[src/hw/rtl/adts_frame_deframer_assert.svh]
// Assertion helpers shared by the deframer RTL.
// Each macro expects clk_i to be visible where it is used; ADTS_ASSERT also needs rst_ni.
`ifndef ADTS_FRAME_DEFRAMER_ASSERT_SVH
`define ADTS_FRAME_DEFRAMER_ASSERT_SVH

// Checked on every rising edge outside of reset.
`define ADTS_ASSERT(lbl, prop, msg) \
  lbl: assert property (@(posedge clk_i) disable iff (!rst_ni) (prop)) else $error(msg);

// Checked on every rising edge, reset included.
`define ADTS_ASSERT_ALWAYS(lbl, prop, msg) \
  lbl: assert property (@(posedge clk_i) (prop)) else $error(msg);

`endif

[src/hw/rtl/adts_pkg.sv]
package adts_pkg;

  // Result kinds
  typedef enum logic [2:0] {
    OUT_HEADER    = 3'd0,
    OUT_PAYLOAD   = 3'd1,
    OUT_SYNC_LOST = 3'd2,
    OUT_LEN_ERR   = 3'd3,
    OUT_TRUNC     = 3'd4
  } out_kind_e;

  // Parser phase, one-hot
  typedef enum logic [3:0] {
    PH_HUNT    = 4'b0001,
    PH_SYNC2   = 4'b0010,
    PH_HEADER  = 4'b0100,
    PH_PAYLOAD = 4'b1000
  } phase_e;

  // Input beat kinds
  localparam logic KIND_BYTE  = 1'b0;
  localparam logic KIND_FLUSH = 1'b1;

  // Configuration register indexes
  localparam logic CFG_START_TIME = 1'b0;
  localparam logic CFG_TRACK      = 1'b1;

  // Sync pattern
  localparam logic [7:0] SYNC_BYTE   = 8'hFF;
  localparam logic [3:0] SYNC_NIBBLE = 4'hF;

  // Header sizes with and without CRC
  localparam logic [3:0] HDR_SIZE_NO_CRC = 4'd7;
  localparam logic [3:0] HDR_SIZE_CRC    = 4'd9;

  // Result record held in the output register
  typedef struct packed {
    out_kind_e    kind;
    logic [7:0]   payload_byte;
    logic         last;
    logic [1:0]   profile;
    logic [3:0]   rate_index;
    logic [2:0]   channels;
    logic         config_changed;
    logic [15:0]  audio_config;
    logic [31:0]  timestamp_ms;
    logic [12:0]  payload_length;
    logic [7:0]   track;
  } res_t;

  // Frame duration in ms, 1024 samples rounded, per sampling rate index
  function automatic logic [7:0] frame_step_ms(input logic [3:0] rate);
    logic [7:0] step;
    unique case (rate)
      4'd0:    step = 8'd11;
      4'd1:    step = 8'd12;
      4'd2:    step = 8'd16;
      4'd3:    step = 8'd21;
      4'd4:    step = 8'd23;
      4'd5:    step = 8'd32;
      4'd6:    step = 8'd43;
      4'd7:    step = 8'd46;
      4'd8:    step = 8'd64;
      4'd9:    step = 8'd85;
      4'd10:   step = 8'd93;
      4'd11:   step = 8'd128;
      4'd12:   step = 8'd139;
      default: step = 8'd0;
    endcase
    return step;
  endfunction

endpackage

[src/hw/rtl/adts_frame_deframer.sv]
// ADTS deframer: takes one stream byte (or a flush) per beat and returns at most one
// result per beat: a header record, a payload byte, or a sync-lost, length-error or
// truncated-frame notice. Each accepted beat is decoded in the cycle it is taken and
// its result lands in the output register on that edge, so the block sustains one
// beat per clock; the only back pressure is a held output register whose result is
// stalled. The header fields are taken from the 5 stored header bytes, the CRC bytes
// are skipped, and each frame's timestamp advances by a per-rate millisecond step.
// Writing start_time_ms reloads the running frame time; write registers only while
// the block is idle.
`include "adts_frame_deframer_assert.svh"

module adts_frame_deframer (
  input  logic        clk_i,
  input  logic        rst_ni,
  // input stream
  input  logic        in_valid_i,
  output logic        in_stall_o,
  input  logic        kind_i,
  input  logic [7:0]  data_byte_i,
  // results
  output logic        out_valid_o,
  input  logic        out_stall_i,
  output logic [2:0]  out_kind_o,
  output logic [7:0]  payload_byte_o,
  output logic        last_o,
  output logic [1:0]  profile_o,
  output logic [3:0]  rate_index_o,
  output logic [2:0]  channels_o,
  output logic        config_changed_o,
  output logic [15:0] audio_config_o,
  output logic [31:0] timestamp_ms_o,
  output logic [12:0] payload_length_o,
  output logic [7:0]  track_o,
  // register writes
  input  logic        cfg_valid_i,
  output logic        cfg_ready_o,
  input  logic        cfg_index_i,
  input  logic [31:0] cfg_data_i
);

  // State
  adts_pkg::phase_e phase_q, phase_d;
  logic [7:0]       hb_q [5];
  logic [7:0]       hb_d [5];
  logic [3:0]       count_q, count_d;
  logic [12:0]      rem_q, rem_d;
  logic             serr_q, serr_d;
  logic             ivalid_q, ivalid_d;
  logic [8:0]       sinfo_q, sinfo_d;
  logic [31:0]      ftime_q, ftime_d;
  logic [7:0]       track_q;

  // Output register
  logic             out_valid_q, out_valid_d;
  adts_pkg::res_t   res_q, res_d;

  // Decode scratch
  logic             in_fire;
  logic             hunt;
  logic             hb_wr;
  logic [2:0]       hb_idx;
  logic [3:0]       hsize;
  logic [12:0]      flen;
  logic [12:0]      plen;
  logic [1:0]       prof;
  logic [3:0]       rate;
  logic [2:0]       ch;
  logic [8:0]       info;
  logic [2:0]       obj_type;

  assign in_stall_o  = out_valid_q & out_stall_i;
  assign in_fire     = in_valid_i & ~in_stall_o;
  assign cfg_ready_o = 1'b1;

  // Header field extraction from the stored (or just written) header bytes
  always_comb begin
    hb_wr  = (phase_q == adts_pkg::PH_HEADER) && (count_q >= 4'd1) && (count_q <= 4'd5);
    hb_idx = 3'(count_q - 4'd1);
    for (int i = 0; i < 5; i++) begin
      hb_d[i] = hb_q[i];
      if (hb_wr && hb_idx == 3'(i)) begin
        hb_d[i] = data_byte_i;
      end
    end
    if (phase_q == adts_pkg::PH_SYNC2) begin
      hb_d[0] = data_byte_i;
    end
    hsize    = hb_d[0][0] ? adts_pkg::HDR_SIZE_NO_CRC : adts_pkg::HDR_SIZE_CRC;
    flen     = {hb_d[2][1:0], hb_d[3], hb_d[4][7:5]};
    plen     = flen - {9'd0, hsize};
    prof     = hb_d[1][7:6];
    rate     = hb_d[1][5:2];
    ch       = {hb_d[1][0], hb_d[2][7:6]};
    if (ch == 3'd0) begin
      ch = 3'd2;
    end
    info     = {prof, rate, ch};
    obj_type = {1'b0, prof} + 3'd1;
  end

  // One-pass decode of the accepted beat
  always_comb begin
    phase_d  = phase_q;
    count_d  = count_q;
    rem_d    = rem_q;
    serr_d   = serr_q;
    ivalid_d = ivalid_q;
    sinfo_d  = sinfo_q;
    ftime_d  = ftime_q;
    hunt     = 1'b0;

    out_valid_d = out_valid_q & out_stall_i;
    res_d       = res_q;

    if (in_fire) begin
      out_valid_d = 1'b0;
      res_d       = '0;
      res_d.track = track_q;

      if (kind_i == adts_pkg::KIND_FLUSH) begin
        // flush: close an open payload and drop stream state
        if (phase_q == adts_pkg::PH_PAYLOAD && rem_q != 13'd0) begin
          out_valid_d = 1'b1;
          res_d.kind  = adts_pkg::OUT_TRUNC;
        end
        phase_d  = adts_pkg::PH_HUNT;
        count_d  = 4'd0;
        rem_d    = 13'd0;
        serr_d   = 1'b0;
        ivalid_d = 1'b0;
        sinfo_d  = 9'd0;
      end else begin
        unique case (phase_q)
          adts_pkg::PH_SYNC2: begin
            if (data_byte_i[7:4] == adts_pkg::SYNC_NIBBLE) begin
              count_d = 4'd2;
              serr_d  = 1'b0;
              phase_d = adts_pkg::PH_HEADER;
            end else begin
              phase_d = adts_pkg::PH_HUNT;
              if (!serr_q) begin
                serr_d      = 1'b1;
                out_valid_d = 1'b1;
                res_d.kind  = adts_pkg::OUT_SYNC_LOST;
              end
            end
          end

          adts_pkg::PH_HEADER: begin
            count_d = count_q + 4'd1;
            if (count_d >= hsize) begin
              count_d     = 4'd0;
              out_valid_d = 1'b1;
              if (flen < {9'd0, hsize}) begin
                phase_d    = adts_pkg::PH_HUNT;
                rem_d      = 13'd0;
                res_d.kind = adts_pkg::OUT_LEN_ERR;
              end else begin
                rem_d                = plen;
                sinfo_d              = info;
                ivalid_d             = 1'b1;
                res_d.kind           = adts_pkg::OUT_HEADER;
                res_d.last           = (plen == 13'd0);
                res_d.profile        = prof;
                res_d.rate_index     = rate;
                res_d.channels       = ch;
                res_d.config_changed = !ivalid_q || (sinfo_q != info);
                res_d.audio_config   = {2'b00, obj_type, rate, 1'b0, ch, 3'b000};
                res_d.timestamp_ms   = ftime_q;
                res_d.payload_length = plen;
                ftime_d = ftime_q + {24'd0, adts_pkg::frame_step_ms(rate)};
                phase_d = (plen == 13'd0) ? adts_pkg::PH_HUNT : adts_pkg::PH_PAYLOAD;
              end
            end
          end

          adts_pkg::PH_PAYLOAD: begin
            if (rem_q != 13'd0) begin
              out_valid_d        = 1'b1;
              res_d.kind         = adts_pkg::OUT_PAYLOAD;
              res_d.payload_byte = data_byte_i;
              rem_d              = rem_q - 13'd1;
              if (rem_d == 13'd0) begin
                res_d.last = 1'b1;
                phase_d    = adts_pkg::PH_HUNT;
              end
            end else begin
              hunt = 1'b1;
            end
          end

          default: begin
            hunt = 1'b1;
          end
        endcase

        // hunting for the first sync byte
        if (hunt) begin
          if (data_byte_i == adts_pkg::SYNC_BYTE) begin
            phase_d = adts_pkg::PH_SYNC2;
          end else begin
            phase_d = adts_pkg::PH_HUNT;
            if (!serr_q) begin
              serr_d      = 1'b1;
              out_valid_d = 1'b1;
              res_d.kind  = adts_pkg::OUT_SYNC_LOST;
            end
          end
        end
      end
    end

    // start time write reloads the running frame time
    if (cfg_valid_i && cfg_ready_o && cfg_index_i == adts_pkg::CFG_START_TIME) begin
      ftime_d = cfg_data_i;
    end
  end

  // Control state
  always_ff @(posedge clk_i or negedge rst_ni) begin
    if (!rst_ni) begin
      phase_q     <= adts_pkg::PH_HUNT;
      count_q     <= 4'd0;
      rem_q       <= 13'd0;
      serr_q      <= 1'b0;
      ivalid_q    <= 1'b0;
      sinfo_q     <= 9'd0;
      ftime_q     <= 32'd0;
      track_q     <= 8'd0;
      out_valid_q <= 1'b0;
    end else begin
      phase_q     <= phase_d;
      count_q     <= count_d;
      rem_q       <= rem_d;
      serr_q      <= serr_d;
      ivalid_q    <= ivalid_d;
      sinfo_q     <= sinfo_d;
      ftime_q     <= ftime_d;
      out_valid_q <= out_valid_d;
      if (cfg_valid_i && cfg_ready_o && cfg_index_i == adts_pkg::CFG_TRACK) begin
        track_q <= cfg_data_i[7:0];
      end
    end
  end

  // Payload registers: header bytes and result record
  always_ff @(posedge clk_i) begin
    if (in_fire && kind_i == adts_pkg::KIND_BYTE) begin
      hb_q <= hb_d;
    end
    res_q <= res_d;
  end

  // Port drive
  assign out_valid_o      = out_valid_q;
  assign out_kind_o       = res_q.kind;
  assign payload_byte_o   = res_q.payload_byte;
  assign last_o           = res_q.last;
  assign profile_o        = res_q.profile;
  assign rate_index_o     = res_q.rate_index;
  assign channels_o       = res_q.channels;
  assign config_changed_o = res_q.config_changed;
  assign audio_config_o   = res_q.audio_config;
  assign timestamp_ms_o   = res_q.timestamp_ms;
  assign payload_length_o = res_q.payload_length;
  assign track_o          = res_q.track;

  // Checks
  `ADTS_ASSERT(a_payload_rem_nonzero, (phase_q == adts_pkg::PH_PAYLOAD) |-> (rem_q != 13'd0), "payload phase with nothing remaining")
  `ADTS_ASSERT(a_hdr_last_empty, (out_valid_q && res_q.kind == adts_pkg::OUT_HEADER) |-> (res_q.last == (res_q.payload_length == 13'd0)), "header last flag disagrees with payload length")
  `ADTS_ASSERT(a_last_byte_hunts, (in_fire && kind_i == adts_pkg::KIND_BYTE && phase_q == adts_pkg::PH_PAYLOAD && rem_q == 13'd1) |=> (phase_q == adts_pkg::PH_HUNT && out_valid_q && res_q.last), "last payload byte did not close the frame")
  `ADTS_ASSERT(a_sync_lost_flagged, (out_valid_q && res_q.kind == adts_pkg::OUT_SYNC_LOST) |-> serr_q, "sync lost reported without the error flag set")
  `ADTS_ASSERT_ALWAYS(a_count_range, count_q <= adts_pkg::HDR_SIZE_CRC, "header byte count out of range")

endmodule
[config.mk]
export PLATFORM = sky130hd
export DESIGN_NAME = adts_frame_deframer
export DESIGN_NICKNAME = d
export VERILOG_FILES = /design/src/hw/rtl/adts_pkg.sv /design/src/hw/rtl/adts_frame_deframer.sv
export VERILOG_INCLUDE_DIRS = /design/src /design/src/hw/rtl
export SDC_FILE = /design/constraint.sdc
export NUM_CORES = 1
export LEC_CHECK = 0
export ABC_CLOCK_PERIOD_IN_PS = 5900
export CORE_MARGIN = 2
export CORE_UTILIZATION = 45
export DETAILED_ROUTE_END_ITERATION = 12
export DONT_BUFFER_PORTS = 1
export PLACE_DENSITY = 0.57
export SETUP_SLACK_MARGIN = 0.05
export SLEW_MARGIN = 5
export SYNTH_ARGS = -nofsm -noshare
export SYNTH_HDL_FRONTEND = slang
export SYNTH_SLANG_ARGS = --single-unit
[constraint.sdc]
create_clock -name clk_i -period 5.9 [get_ports clk_i]
set_clock_uncertainty 0.1 [all_clocks]
set_input_delay 0.59 -clock clk_i [delete_from_list [all_inputs] [get_ports clk_i]]
set_output_delay 0.59 -clock clk_i [all_outputs]
set_load 0.02 [all_outputs]
; ---- After elaboration in Yosys (flattened, before gate mapping)
; Memories as Yosys holds them, arrays and structs flattened.
; Cells that the tools add are included.
[word_totals]
romBits = 128
register_bits = 197
memories = 1
out_inout_bits = 94
elab_cells = 188
input_bits = 47
[mem_list]
columns = name, depth, word_bits, rd, rd_ports_with_merged_regs, wr, line_no
row1 = (no name shown), 16, 8, 1, 0, 0, adts_pkg.sv:54  ; unique case (rate)
[op_classes]
order_cmp = 4
n_mux = 82
eq_ne = 19
addsub = 6
n_reduce_logical = 38
bitwise = 9
[ops]
columns = cell, n
row1 = $mux 32, 6
row2 = $mux 72, 2
row3 = $mux 8, 9
row4 = $mux 13, 4
row5 = $mux 4, 11
row6 = $mux 9, 4
row7 = $add 32x8->32, 1
row8 = $logic_not 13->1, 2
row9 = $mux 1, 26
row10 = $pmux 13 s2, 1
row11 = $mux 3, 8
row12 = $lt 13x4->1, 1
row13 = $reduce_bool 13->1, 1
row14 = $sub 13x1->13 const B, 1
row15 = $sub 13x4->13, 1
row16 = $ne 4x2->1 const B, 3
row17 = $pmux 4 s3, 1
row18 = $logic_and 1x1->1, 11
row19 = $mux 10, 1
row20 = $reduce_and 5->1, 2
row21 = $reduce_bool 2->1, 5
row22 = $ne 3x2->1 const B, 3
row23 = $ne 9x9->1, 1
row24 = $pmux 3 s3, 1
row25 = other kinds (32), 52

; ---- Logic depth before layout (Yosys ltp)
[logic_depth]
ltp_word = 20
mapped_depth = 20
depth_no_buf = 19

; ---- Worst setup path before layout
; Ideal clock, no wire load.
[synth_path]
kind = flip-flop to flip-flop
start = register count_q[1]
end = register ftime_q[28]
arrival_ns = 4.379
stages_incl_launch_ff = 21
setup_time_ns = 0.136
setup_slack_ns = 1.285
t_required_ns = 5.664
synth_period_minus_slack_ns = 4.615
path_cell_list = dfrtp_1 inv_1 ha_1 xnor2_2 nand4_2 mux2i_1 ha_1 xnor2_1 nor2_1 a31oi_1 ha_1 fa_1 a21o_1 a21oi_1 o21bai_1 a21oi_1 o21ai_0 clkbuf_1 nand4_1 xor2_1 o21ai_0
[synth_between]
elab_chain_len = 18
word_cells_on_any_way = 41
classes_between = add/sub: 3 / order compare: 4 / eq/ne: 5 / mux: 18 / reduce/logical: 10 / memory: 1
[synth_lines]
columns = item, line_no
row1 = start: declaration, adts_frame_deframer.sv:45  ; logic [3:0] count_q, count_d;
row2 = start signal: assignment, adts_frame_deframer.sv:233  ; count_q <= count_d;
row3 = "parallel branches: the longest is 18 deep, another holds $add 32x8->32", -
row4 = end signal: assignment, adts_frame_deframer.sv:238  ; ftime_q <= ftime_d;
row5 = end: declaration, adts_frame_deframer.sv:50  ; logic [31:0] ftime_q, ftime_d;
; Parallel ways; which one is timed is not known. The select of a mux whose other input is x is not followed.
; A chain may end at the register's enable or synchronous reset.

; ---- Worst setup path in the final report
[layout_path]
start = register count_q[1]
end = register ftime_q[31]
; Same word-level chain as after synthesis.

==> metrics.md <==
| Metric | Value |
|---|---|
| Top area cells in the synthesized netlist | `edfxtp_1 32%, dfrtp_1 19%, ha_1 3.6%, nand2_1 3.3%, o21ai_0 3.1%` |
| Final Max Slew Viols | `0` |
| Clock latency on the worst-skew pair | `0.43 ns` |
| #FFs+latches synth | `174` |
| Crit path time final | `5.29 ns` |
| DRT iter0 DRCs | `436` |
| FF-to-FF path depth | `18` |
| CTS buffer count | `17` |
| Hold Path Sink | `rem_q[11]$_DFFE_PN0P_` |
| Hold Crit Depth | `1` |
| Cell family with most CP delay | `simple AND/OR/NAND/NOR gates` |
| Layout cell share with drive strength beyond 1 | `11.1%` |
| Dpl ws | `0.498 ns` |
| Drt via density | `5.77` |
| Total gr overflow | `0` |
| PD cells | `300 nW/um2` |
| Area grow syn2layout | `8.87%` |
| Setup TNS | `0 ns` |
| Number of synthesized flops with an enable pin | `101` |
| Ys Warns | `0` |
| Clock Path Buffers | `2` |
| Worst slew pin tran | `1.04 ns` |
| Final WS setup | `0.608 ns` |
| Clock Pin Slew Worst Setup and Hold Paths | `0.07 ns` |
| Post-Syn Area per Cell | `10.6 um2` |
| Vias in the first global route | `6,790` |
| Seq/Total Area, Yosys | `51.4%` |
| Rel. slew slack | `30.6%` |
| Largest net degree at the start of global routing | `74` |
| Fmax | `0.189 GHz` |
| Diodes inserted | `0` |
| Status | `complete, no violations` |
| Buffers on Ports | `0` |
| Crit-path max FO | `10` |
| Nets | `953` |
| Residual DRC | `0` |
| Crit path DAT | `5.54 ns` |
| Die H | `149 um` |
| CTS tree | `built` |
| Critical path data required time | `6.15 ns` |
| Final WL | `23,800 um` |
| Mapped Cells | `891` |
| Core Area | `20,800 um2` |
| Area share of the leading cell type in the synthesized netlist | `32.1%` |
| Most used cell, CP | `ha_1` |
| HP Start | `kind_i` |
| Mapped cell area | `9450 um2` |
| Startpoint type of the worst setup path | `register` |
| Cell chain of the critical path | `inv_1, ha_1, xnor2_2, nand4_2, mux2i_1, ha_1, xnor2_1, nor2_1, a31oi_1, ha_1, a21o_1, a21oi_1, nor2b_1, o31ai_1, a21oi_2, nand4_1, or3_1, a31oi_1` |
| Row Count | `53` |
| Sink Count | `174` |
| Total chip power | `3.09 mW` |
| Detailed-route via count | `6,719` |
| Wirelength per Cell | `20.4 um` |
| Synth async-reset ratio | `42.0%` |
| Routed Antenna Nets | `0` |
| CP max stage delay | `0.62 ns` |
| RSZ-0062 raised after global routing | `no` |
| Critical path type | `reg2reg` |
| First-pass GRT wire length | `37,500 um` |
| MaxCap Viol Count | `0` |
| Total GRT Usage | `21.9%` |
| Worst R2R End | `ftime_q[31]$_DFFE_PN0P_` |
| R2R Setup Slk | `0.61 ns` |
| GPL Wtd Cong | `0.889` |
| Die width | `149 um` |
| Crit. End Element | `register` |
| Filler Cells Inserted | `1,920` |
| Initial antenna violation count | `0` |
| Ys flop type | `edfxtp_1` |
| WP depth | `18` |
| IO Pins | `141` |
| Leak | `4.07 nW` |
| Slowest-stage cell, CP | `mux2i_1` |
| First-pass DRT Iterations | `5` |
| Synth cell types | `80` |
| Tcrit/Tclk final | `89.7%` |
| Buf/Inv on CP | `1` |
| Htree depth | `4` |
| Final setup vio count | `0` |
| Clk root buf | `clkbuf_16` |
| Final Hold Viols | `0` |
| FF-to-FF Start | `count_q[1]$_DFFE_PN0P_` |
| Area leader, netlist | `edfxtp_1` |
| Max VDD drop | `0.190 mV` |
| Die area | `22,200 um2` |
| Initial Util | `45.4%` |
| DPL Wire Length | `16,500 um` |
| Worst hold path class | `in2reg` |
sequential cells by signal, indices dropped and copies added, names as in the netlist, 5 cells and up:
signal / cells
timestamp_ms_o: 32
sinfo_q: 9
payload_length_o: 13
track_q: 8
hb_q: 23
rem_q: 13
payload_byte_o: 8
ftime_q: 32
audio_config_o: 5
track_o: 8
power breakdown:
part           leakage (nW)  switching [mW]  internal, mW  total (mW)
Clock                 0.284           0.526         0.640        1.17
Sequential             1.92           0.143          1.41        1.55
Combinational          1.87           0.226         0.141       0.368
worst max path at each step:
| stage | start | to | slack [ns] |
|---|---|---|---|
| finish | count_q[1]$_DFFE_PN0P_ | ftime_q[31]$_DFFE_PN0P_ | 0.61 |
| global route | count_q[1]$_DFFE_PN0P_ | ftime_q[31]$_DFFE_PN0P_ | 0.20 |
| CTS | count_q[1]$_DFFE_PN0P_ | ftime_q[24]$_DFFE_PN0P_ | 0.55 |
| detailed placement | count_q[1]$_DFFE_PN0P_ | ftime_q[24]$_DFFE_PN0P_ | 0.50 |
| global placement | count_q[1]$_DFFE_PN0P_ | ftime_q[24]$_DFFE_PN0P_ | 0.75 |
| floorplan | count_q[1]$_DFFE_PN0P_ | ftime_q[28]$_DFFE_PN0P_ | 1.28 |
cell type report:
class                   count  area [um2]  share of cell area (%)
clock buffers              17         425                    4.14
clock inverters            15         181                    1.76
inverters                  28         106                    1.03
multi-input cells         644        4260                    41.4
flip-flops and latches    174        4860                    47.3
well taps                 275         344                    3.34
repair buffers             12         113                    1.09
Yosys cell counts, types with 3 or more instances:
library cell  count
or3_1            10
nand3_2           3
o21ai_0          59
nor3_1           23
mux2_2           19
o21a_1            6
or2_2             3
nand3_1          18
nor4_1            6
nor2_1           78
a21o_1            3
buf_2             5
clkbuf_1         26
nand2_1          84
a21oi_1          34
a31oi_1           7
mux2i_1          21
xnor2_1          24
o31a_1            3
o21ai_1          22
edfxtp_1        101
and4_1            6
a22oi_1           9
ha_1             27
buf_4            15
nor4b_1           4
nor2b_1           9
xor2_1           25
nand2b_1          6
o22a_1            3
inv_1            26
nand4_1          14
dfrtp_1          72
and3_1           19
o31ai_1           5
and2_1           40
metal layers:
| metal | part of all wire [%] | vias up | GRT usage, % |
|---|---|---|---|
| li1 | - | 3160 | - |
| met1 | 44 | 3322 | 28.5 |
| met2 | 48 | 202 | 35.7 |
| met3 | 5.9 | 35 | 5.78 |
| met4 | 2.1 | 0 | 7.52 |
| met5 | 0 | - | 0 |
cells in the final DEF, fill, tap and decap left out, types with 3 or more instances in the layout:
| cell type | count |
|---|---|
| edfxtp_1 | 101 |
| nand2_1 | 84 |
| nor2_1 | 77 |
| dfrtp_1 | 72 |
| o21ai_0 | 58 |
| and2_1 | 40 |
| a21oi_1 | 34 |
| ha_1 | 27 |
| xor2_1 | 25 |
| inv_1 | 25 |
| xnor2_1 | 24 |
| nor3_1 | 23 |
| o21ai_1 | 22 |
| mux2i_1 | 21 |
| mux2_2 | 19 |
| and3_1 | 19 |
| nand3_1 | 18 |
| clkbuf_16 | 17 |
| nand4_1 | 14 |
| or3_1 | 10 |
| buf_4 | 10 |
| a22oi_1 | 9 |
| nor2b_1 | 8 |
| a31oi_1 | 7 |
| conb_1 | 7 |
| and4_1 | 6 |
| o21a_1 | 6 |
| nor4_1 | 6 |
| nand2b_1 | 6 |
| o31ai_1 | 5 |
| clkinvlp_4 | 4 |
| inv_8 | 4 |
| nor4b_1 | 3 |
| or2_2 | 3 |
| a21o_1 | 3 |
| o31a_1 | 3 |
| o22a_1 | 3 |
| nand3_2 | 3 |
stage by stage:
step	std cells	hold slack, ns	util [%]	instance area, um2
after floorplan	896	0.194	-	9470
after global placement	1131	0.197	46.3	9640
after detailed placement	1131	0.197	46.3	9640
after CTS	1165	0.145	49.4	10300
after global routing	1165	0.149	49.4	10300
final	1165	0.168	49.4	10300
logic make-up (layout without fill, tap and decap cells):
kind of cell    Yosys count  count (layout)  share of synthesized area (%)
compound gates          178             178                           12.1
other cells               2               7                         0.0795
mux                      42              42                           4.79
fa+ha+maj                29              29                           4.00
xor+xnor                 50              50                           4.71
buf+inv                  78              72                           3.92
simple gates            338             338                           19.0
flops                   174             174                           51.4
repair_timing:
item / 4_1_cts / 5_1_grt
hold buffers: 2 / 0
buffers inserted: 0 / 0
gates resized for setup: 0 / 1
endpoints found under the hold margin: 73 / 0
endpoints found under the setup margin: 0 / 2
Power figures use the tool's default switching activity.
